### src/rtl/pfrgba_pkg.sv
`timescale 1ns / 1ps
// ----------------------------------------------------------------------------
// pfrgba_pkg: shared types and constants for the pixel format converter
// Fixed-point format, source format codes, register indexes, YCbCr matrix
// coefficients and the 8-bit to normalized scale table.
// ----------------------------------------------------------------------------
package pfrgba_pkg;

  // Output fixed point: ONE = 1 << FRAC_BITS means 1.0 (legal range 8..14).
  localparam int FRAC_BITS = 12;
  localparam int ONE_VAL   = 1 << FRAC_BITS;
  localparam int HALF_VAL  = ONE_VAL / 2;

  // A scaled 8-bit sample lies in 0..ONE, so it needs FRAC_BITS + 1 bits.
  localparam int SCALE_W = FRAC_BITS + 1;

  // Matrix coefficients in Q4.14, signed.
  localparam int COEF_BITS = 14;
  localparam int COEF_W    = 18;
  // Accumulator: coefficient times a signed scaled sample, plus headroom for three terms.
  localparam int ACC_W     = COEF_W + SCALE_W + 1 + 2;

  localparam int FIELD_W   = 16;
  localparam int CFG_IDX_W = 2;
  localparam int CFG_DAT_W = 3;

  typedef enum logic [2:0] {
    FMT_L8        = 3'd0,
    FMT_LA8       = 3'd1,
    FMT_RGB8      = 3'd2,
    FMT_RGBA8     = 3'd3,
    FMT_RGB_FIX   = 3'd4,
    FMT_RGBA_FIX  = 3'd5,
    FMT_YCBCR     = 3'd6,
    FMT_UNSUPPORT = 3'd7
  } src_fmt_e;

  typedef enum logic [CFG_IDX_W-1:0] {
    CFG_SOURCE_FORMAT = 2'd0,
    CFG_YUV_RANGE     = 2'd1
  } cfg_idx_e;

  localparam logic signed [COEF_W-1:0] K_FULL_Y   = 18'sd16384;
  localparam logic signed [COEF_W-1:0] K_FULL_RCR = 18'sd22938;
  localparam logic signed [COEF_W-1:0] K_FULL_GCB = -18'sd5620;
  localparam logic signed [COEF_W-1:0] K_FULL_GCR = -18'sd11649;
  localparam logic signed [COEF_W-1:0] K_FULL_BCB = 18'sd28918;
  localparam logic signed [COEF_W-1:0] K_VID_Y    = 18'sd19071;
  localparam logic signed [COEF_W-1:0] K_VID_RCR  = 18'sd29377;
  localparam logic signed [COEF_W-1:0] K_VID_GCB  = -18'sd3490;
  localparam logic signed [COEF_W-1:0] K_VID_GCR  = -18'sd8733;
  localparam logic signed [COEF_W-1:0] K_VID_BCB  = 18'sd34603;

  typedef logic [SCALE_W-1:0] scale_lut_t [256];

  // floor((s * ONE + 127) / 255), evaluated at elaboration.
  function automatic scale_lut_t build_scale_lut();
    scale_lut_t lut;
    for (int s = 0; s < 256; s++) begin
      lut[s] = SCALE_W'((s * ONE_VAL + 127) / 255);
    end
    return lut;
  endfunction

  localparam scale_lut_t SCALE_LUT = build_scale_lut();

endpackage

### src/rtl/pixel_format_to_rgba.sv
`timescale 1ns / 1ps
// ----------------------------------------------------------------------------
// pixel_format_to_rgba: pixel format to normalized RGBA converter
// Turns one pixel word into red, green, blue and alpha in signed fixed point
// with FRAC_BITS fraction bits, following the configured source format.
// ----------------------------------------------------------------------------
//
//  channel  | direction | handshake              | payload
//  ---------+-----------+------------------------+------------------------------
//  input    | sink      | in_valid_i/in_ready_o  | chan0_i..chan3_i (s16 each)
//  output   | source    | out_valid_o/out_ready_i| red_o, green_o, blue_o, alpha_o
//  config   | sink      | cfg_valid_i/cfg_ready_o| cfg_index_i, cfg_data_i
//
//  One word per clock when the output side keeps up; a word taken sits in
//  the input register, moves on to the result register and leaves from there.
//  The scale table lookup, the matrix multiplies and the round/saturate sit
//  between those two registers. Reset empties both stages and loads the
//  registers with RGBA8 and full range. A stall on the output holds the
//  result and, once the input register is also full, drops in_ready_o.
//  Config writes are always taken.
// ----------------------------------------------------------------------------
module pixel_format_to_rgba
  import pfrgba_pkg::*;
(
  input  logic                        clk_i,
  input  logic                        rst_ni,
  // input words
  input  logic                        in_valid_i,
  output logic                        in_ready_o,
  input  logic signed [FIELD_W-1:0]   chan0_i,
  input  logic signed [FIELD_W-1:0]   chan1_i,
  input  logic signed [FIELD_W-1:0]   chan2_i,
  input  logic signed [FIELD_W-1:0]   chan3_i,
  // result words
  output logic                        out_valid_o,
  input  logic                        out_ready_i,
  output logic signed [FIELD_W-1:0]   red_o,
  output logic signed [FIELD_W-1:0]   green_o,
  output logic signed [FIELD_W-1:0]   blue_o,
  output logic signed [FIELD_W-1:0]   alpha_o,
  // configuration writes
  input  logic                        cfg_valid_i,
  output logic                        cfg_ready_o,
  input  logic [CFG_IDX_W-1:0]        cfg_index_i,
  input  logic [CFG_DAT_W-1:0]        cfg_data_i
);

  localparam logic signed [FIELD_W-1:0] ONE_FIX  = FIELD_W'(ONE_VAL);
  localparam logic signed [SCALE_W:0]   HALF_FIX = (SCALE_W + 1)'(HALF_VAL);
  localparam logic signed [ACC_W-1:0]   ROUND_HALF = ACC_W'(1) << (COEF_BITS - 1);
  localparam logic signed [ACC_W-1:0]   SAT_MAX = ACC_W'(32767);
  localparam logic signed [ACC_W-1:0]   SAT_MIN = -ACC_W'(32768);

  // --------------------------------------------------------------------------
  // Configuration registers
  // --------------------------------------------------------------------------
  src_fmt_e fmt_q;
  logic     yuv_range_q;

  assign cfg_ready_o = 1'b1;

  always_ff @(posedge clk_i or negedge rst_ni) begin
    if (!rst_ni) begin
      fmt_q       <= FMT_RGBA8;
      yuv_range_q <= 1'b0;
    end else if (cfg_valid_i) begin
      // Indexes past the register list are dropped.
      unique case (cfg_index_i)
        CFG_SOURCE_FORMAT: fmt_q       <= src_fmt_e'(cfg_data_i);
        CFG_YUV_RANGE:     yuv_range_q <= cfg_data_i[0];
        default: ;
      endcase
    end
  end

  // --------------------------------------------------------------------------
  // Handshake: two-entry pipeline, each stage advances when the next is free
  // --------------------------------------------------------------------------
  logic in_valid_q;
  logic out_valid_q;
  logic out_free;
  logic in_load;
  logic out_load;

  assign out_free   = !out_valid_q || out_ready_i;
  assign out_load   = in_valid_q && out_free;
  assign in_ready_o = !in_valid_q || out_free;
  assign in_load    = in_valid_i && in_ready_o;

  always_ff @(posedge clk_i or negedge rst_ni) begin
    if (!rst_ni) begin
      in_valid_q  <= 1'b0;
      out_valid_q <= 1'b0;
    end else begin
      if (in_ready_o) begin
        in_valid_q <= in_valid_i;
      end
      if (out_free) begin
        out_valid_q <= in_valid_q;
      end
    end
  end

  // Input register: hold the accepted word until it moves to the result stage.
  logic signed [FIELD_W-1:0] ch0_q, ch1_q, ch2_q, ch3_q;

  always_ff @(posedge clk_i) begin
    if (in_load) begin
      ch0_q <= chan0_i;
      ch1_q <= chan1_i;
      ch2_q <= chan2_i;
      ch3_q <= chan3_i;
    end
  end

  // --------------------------------------------------------------------------
  // Conversion datapath
  // --------------------------------------------------------------------------
  // 8-bit samples: only the low byte counts.
  logic [SCALE_W-1:0] s0, s1, s2, s3;

  assign s0 = SCALE_LUT[ch0_q[7:0]];
  assign s1 = SCALE_LUT[ch1_q[7:0]];
  assign s2 = SCALE_LUT[ch2_q[7:0]];
  assign s3 = SCALE_LUT[ch3_q[7:0]];

  // YCbCr: luma as is, chroma centered on zero.
  logic signed [SCALE_W:0] y_s, cb_s, cr_s;

  assign y_s  = signed'({1'b0, s0});
  assign cb_s = signed'({1'b0, s1}) - HALF_FIX;
  assign cr_s = signed'({1'b0, s2}) - HALF_FIX;

  logic signed [COEF_W-1:0] k_y, k_rcr, k_gcb, k_gcr, k_bcb;

  always_comb begin
    if (yuv_range_q) begin
      k_y   = K_VID_Y;
      k_rcr = K_VID_RCR;
      k_gcb = K_VID_GCB;
      k_gcr = K_VID_GCR;
      k_bcb = K_VID_BCB;
    end else begin
      k_y   = K_FULL_Y;
      k_rcr = K_FULL_RCR;
      k_gcb = K_FULL_GCB;
      k_gcr = K_FULL_GCR;
      k_bcb = K_FULL_BCB;
    end
  end

  logic signed [ACC_W-1:0] p_y, p_rcr, p_gcb, p_gcr, p_bcb;
  logic signed [ACC_W-1:0] acc_r, acc_g, acc_b;
  logic signed [ACC_W-1:0] rnd_r, rnd_g, rnd_b;

  assign p_y   = ACC_W'(k_y) * ACC_W'(y_s);
  assign p_rcr = ACC_W'(k_rcr) * ACC_W'(cr_s);
  assign p_gcb = ACC_W'(k_gcb) * ACC_W'(cb_s);
  assign p_gcr = ACC_W'(k_gcr) * ACC_W'(cr_s);
  assign p_bcb = ACC_W'(k_bcb) * ACC_W'(cb_s);

  // Round half up, then drop the coefficient fraction.
  assign acc_r = p_y + p_rcr + ROUND_HALF;
  assign acc_g = p_y + p_gcb + p_gcr + ROUND_HALF;
  assign acc_b = p_y + p_bcb + ROUND_HALF;

  assign rnd_r = acc_r >>> COEF_BITS;
  assign rnd_g = acc_g >>> COEF_BITS;
  assign rnd_b = acc_b >>> COEF_BITS;

  function automatic logic signed [FIELD_W-1:0] sat16(logic signed [ACC_W-1:0] v);
    logic signed [FIELD_W-1:0] res;
    if (v > SAT_MAX) begin
      res = 16'sh7FFF;
    end else if (v < SAT_MIN) begin
      res = 16'sh8000;
    end else begin
      res = v[FIELD_W-1:0];
    end
    return res;
  endfunction

  logic signed [FIELD_W-1:0] yr, yg, yb;
  logic signed [FIELD_W-1:0] l0, l1, l2, l3;

  assign yr = sat16(rnd_r);
  assign yg = sat16(rnd_g);
  assign yb = sat16(rnd_b);

  assign l0 = FIELD_W'(s0);
  assign l1 = FIELD_W'(s1);
  assign l2 = FIELD_W'(s2);
  assign l3 = FIELD_W'(s3);

  logic signed [FIELD_W-1:0] red_d, green_d, blue_d, alpha_d;

  always_comb begin
    case (fmt_q) inside
      FMT_L8, FMT_LA8: begin
        red_d   = l0;
        green_d = l0;
        blue_d  = l0;
      end
      FMT_RGB8, FMT_RGBA8: begin
        red_d   = l0;
        green_d = l1;
        blue_d  = l2;
      end
      FMT_RGB_FIX, FMT_RGBA_FIX: begin
        red_d   = ch0_q;
        green_d = ch1_q;
        blue_d  = ch2_q;
      end
      FMT_YCBCR: begin
        red_d   = yr;
        green_d = yg;
        blue_d  = yb;
      end
      default: begin
        red_d   = '0;
        green_d = '0;
        blue_d  = '0;
      end
    endcase

    case (fmt_q) inside
      FMT_L8, FMT_RGB8, FMT_RGB_FIX, FMT_YCBCR: alpha_d = ONE_FIX;
      FMT_LA8:                                  alpha_d = l1;
      FMT_RGBA8:                                alpha_d = l3;
      FMT_RGBA_FIX:                             alpha_d = ch3_q;
      default:                                  alpha_d = '0;
    endcase
  end

  // Result register: advance only when the output side is free.
  logic signed [FIELD_W-1:0] red_q, green_q, blue_q, alpha_q;

  always_ff @(posedge clk_i) begin
    if (out_load) begin
      red_q   <= red_d;
      green_q <= green_d;
      blue_q  <= blue_d;
      alpha_q <= alpha_d;
    end
  end

  assign out_valid_o = out_valid_q;
  assign red_o       = red_q;
  assign green_o     = green_q;
  assign blue_o      = blue_q;
  assign alpha_o     = alpha_q;

endmodule

### config.mk
export PLATFORM = sky130hd
export DESIGN_NAME = pixel_format_to_rgba
export DESIGN_NICKNAME = d
export VERILOG_FILES = /design/src/rtl/pfrgba_pkg.sv /design/src/rtl/pixel_format_to_rgba.sv
export SDC_FILE = /design/constraint.sdc
export NUM_CORES = 2
export LEC_CHECK = 0
export BUFFER_PORTS_ARGS = -buffer_cell sky130_fd_sc_hd__buf_2
export CORE_MARGIN = 8
export CORE_UTILIZATION = 50
export CTS_CLUSTER_DIAMETER = 80
export CTS_CLUSTER_SIZE = 40
export DETAILED_ROUTE_END_ITERATION = 10
export PLACE_DENSITY = 0.72
export SYNTH_ARGS = -nofsm -noshare
export SYNTH_HDL_FRONTEND = slang
export SYNTH_SLANG_ARGS = --single-unit
### constraint.sdc
create_clock -name clk_i -period 20.5 [get_ports clk_i]
set_clock_uncertainty 0.15 [all_clocks]
set_input_delay 4.1 -clock clk_i [delete_from_list [all_inputs] [get_ports clk_i]]
set_output_delay 4.1 -clock clk_i [all_outputs]
set_load 0.03 [all_outputs]
==> results.txt <==
Status: finished clean
Vias in the first global route: 27907
Crit-path leading delay family: adder cells
CORE AREA: 72710 um^2
Setup TNS: 0 ns
Sequential area share after synthesis: 10.92%
Syn_area_per_cell: 9.979 um^2
Inserted Clock Buffers: 17
Min cycle time layout: 13.44 ns
Worst-Skew Late Latency: 0.45 ns
Critical Path RT: 20.63 ns
Fillers: 6380
Routed Antenna Nets: 0
Syn Inst Count: 3668
# IOs: 141
Clock root cell: clkbuf_16
P&R area growth vs syn: 7.113%
Fmax: 74.42 MHz
Vias after detailed routing: 25906
Period utilization: 65.55%
Async S/R FF share, synth: 4.478%
CTS H-tree lvls: 4
Total track usage: 25.36%
Pins Over Slew Limit: 0
Port bufs: 139
Max-capacitance violation count: 0
WP buf/inv: 8
Slew headroom: 29.28%
First-pass GRT wire length: 159.3 mm
ANT cells: 0
Peak per-stage delay on the critical path: 0.73 ns
Final Hold Violating Endpoints: 0
Main synth FF type: edfxtp_1
Antenna violations before repair: 0
Die width: 286.6 um
Post CTS Setup Buffer Count: 0
# DRC: 0
RSZ-0062 raised after global routing: no
R2r setup slk: 7.06 ns
Post-cts resize count: 0
Placed inst area: 38650 um^2
Final setup vio count: 0
Layout Nets: 5230
Multi-input logic area: 28330 um^2
Final Wtd Congestion: 1.003
Vias/cell: 5.405
Final WL: 102.9 mm
Synth warnings: 0
Slowest-stage cell, CP: a211oi_2
Post-synthesis cell type count: 86
Startpoint Class: flop
Setup crit end kind: flop
Worst Hold Class: reg -> reg
Pre-antenna DRT Iters: 8
Clock slew at reported path FFs: 0.07 ns
# hold bufs at CTS: 0
Finished Cell Area: 39210 um^2
Die footprint: 82120 um^2
Die Y: 286.6 um
Post-synth EDFFs: 128
Congestion Overflow GR: 0
Cell mode on critical path: fa_1
TritonCTS clock tree: yes
Sink Count: 134
Pin count of the biggest net entering global routing: 65
HPWL Detailed: 91.25 mm
Clock Path Buffers: 2
Initial Util: 50.34%
Critical path class: reg -> reg
Worst Max-Slew Pin Slew: 1.061 ns
Site Rows: 99
Post-Syn Area: 36600 um^2
WL/cell: 21.47 um
Peak fanout along the critical path: 29
Synth Register Bits: 134
Layout cells sized above 1: 6.495%
DR iter-0 viols: 2110
Register Area: 3999 um^2
Worst path arrival time: 13.57 ns
## routing by layer
layer | global-route usage (%) | vias to the layer above | part of all wire (%)
li1 | - | 11697 | -
met1 | 33.97 | 12884 | 42
met2 | 41.20 | 1104 | 46
met3 | 4.737 | 221 | 8.1
met4 | 8.836 | 0 | 3.9
met5 | 0 | - | 0
## cell type report
| cell class | count | area share [%] |
|---|---|---|
| Tap cell | 959 | 3.060 |
| Clock inverter | 15 | 0.3447 |
| Inverter | 1093 | 10.46 |
| Multi-Input combinational cell | 2393 | 72.25 |
| Sequential cell | 134 | 10.20 |
| Timing Repair Buffer | 182 | 2.598 |
| Clock buffer | 17 | 1.085 |
## worst paths after layout
| check | start | to | cells after the start |
|---|---|---|---|
| max | yuv_range_q | green_o[12] | 39 |
| min | in_valid_q | out_valid_o | 1 |
| min in group asynchronous | rst_ni | in_valid_q | 1 |
| max reg2reg | yuv_range_q | green_o[12] | 39 |
| min reg2reg | in_valid_q | out_valid_o | 1 |
| max in group asynchronous | rst_ni | fmt_q[0] | 1 |
## cell usage in the layout, fill, tap and decap left out, types with 6 or more instances in the layout
cell          n
nor3b_1       6
or2_2         6
inv_1      1089
nor2b_1      18
o21ai_0      57
o21a_1       15
nand4_1      15
buf_4        43
a211oi_1      9
nor3_1       21
o211ai_1     32
nand3_1      41
or3_1         7
a31oi_1      12
conb_1       29
and3_1       23
buf_2       139
edfxtp_1    128
xnor2_1      56
xor2_1       27
nand2b_1     13
a21boi_0      6
a21oi_1     151
clkbuf_16    17
a211o_1       6
o21ai_1      23
a221oi_1     13
a21o_1       33
nor2_1      136
ha_1        607
o22ai_1      10
mux2i_1       9
fa_1        728
and2_1       20
o21bai_1      9
nand2_1     163
## state kept, by name (all words and copies together) (netlist names)
signal and count:
alpha_o 16, blue_o 16, ch0_q 16, ch1_q 16, ch2_q 16, ch3_q 16, green_o 16, red_o 16
fmt_q 3, in_valid_q 1, out_valid_o 1, yuv_range_q 1
## worst reg2reg max path, delay by kind of cell, from the launching register on
| kind | cells | cell delay [ns] |
|---|---|---|
| flops | 1 | 0.59 |
| simple gates | 5 | 1.30 |
| fa+ha+maj | 15 | 6.63 |
| mux | 1 | 0.16 |
| buf+inv | 8 | 0.95 |
| compound gates | 10 | 3.48 |
## cell usage after synthesis, types with 12 or more instances
library cell	number	area, um^2
nand4_1	15	93.84
a221oi_1	13	113.9
nor2b_1	18	112.6
clkbuf_1	60	225.2
nor2_1	137	514.2
a21o_1	33	247.7
o21ai_1	23	115.1
xor2_1	28	245.2
and2_1	22	137.6
nand3_1	41	205.2
and3_1	23	143.9
o21ai_0	57	285.3
o211ai_1	32	240.2
nand2_1	163	611.8
edfxtp_1	128	3844
o21a_1	15	112.6
a31oi_1	12	75.07
nor3_1	21	105.1
inv_1	1089	4088
a21oi_1	151	755.7
nand2b_1	13	81.33
ha_1	607	7595
xnor2_1	56	490.5
fa_1	728	14570
## per-stage QoR
step | std cells | util (%) | worst slack [ns] | hold WS, ns
2_1_floorplan | 3695 | - | 8.463 | 0.2990
3_3_place_gp | 4761 | 53.15 | 7.510 | 0.3075
3_5_place_dp | 4761 | 53.15 | 7.185 | 0.3191
4_1_cts | 4793 | 53.92 | 7.116 | 0.3374
5_1_grt | 4793 | 53.92 | 6.457 | 0.3564
6_report | 4793 | 53.92 | 7.063 | 0.3414
## kinds of logic after synthesis
family	after synthesis	synth area share, %
buffers and inverters	1168	12.00
flip-flops	134	10.92
adder cells (fa/ha/maj)	1335	60.56
XOR/XNOR	84	2.010
AO/OA/AOI/OAI	442	7.865
multiplexers	12	0.3384
AND/OR/NAND/NOR	491	6.279
other	2	0.02052
Power is not shown: default switching activity piles up to over one toggle a cycle in this logic, so the estimate is an artifact.
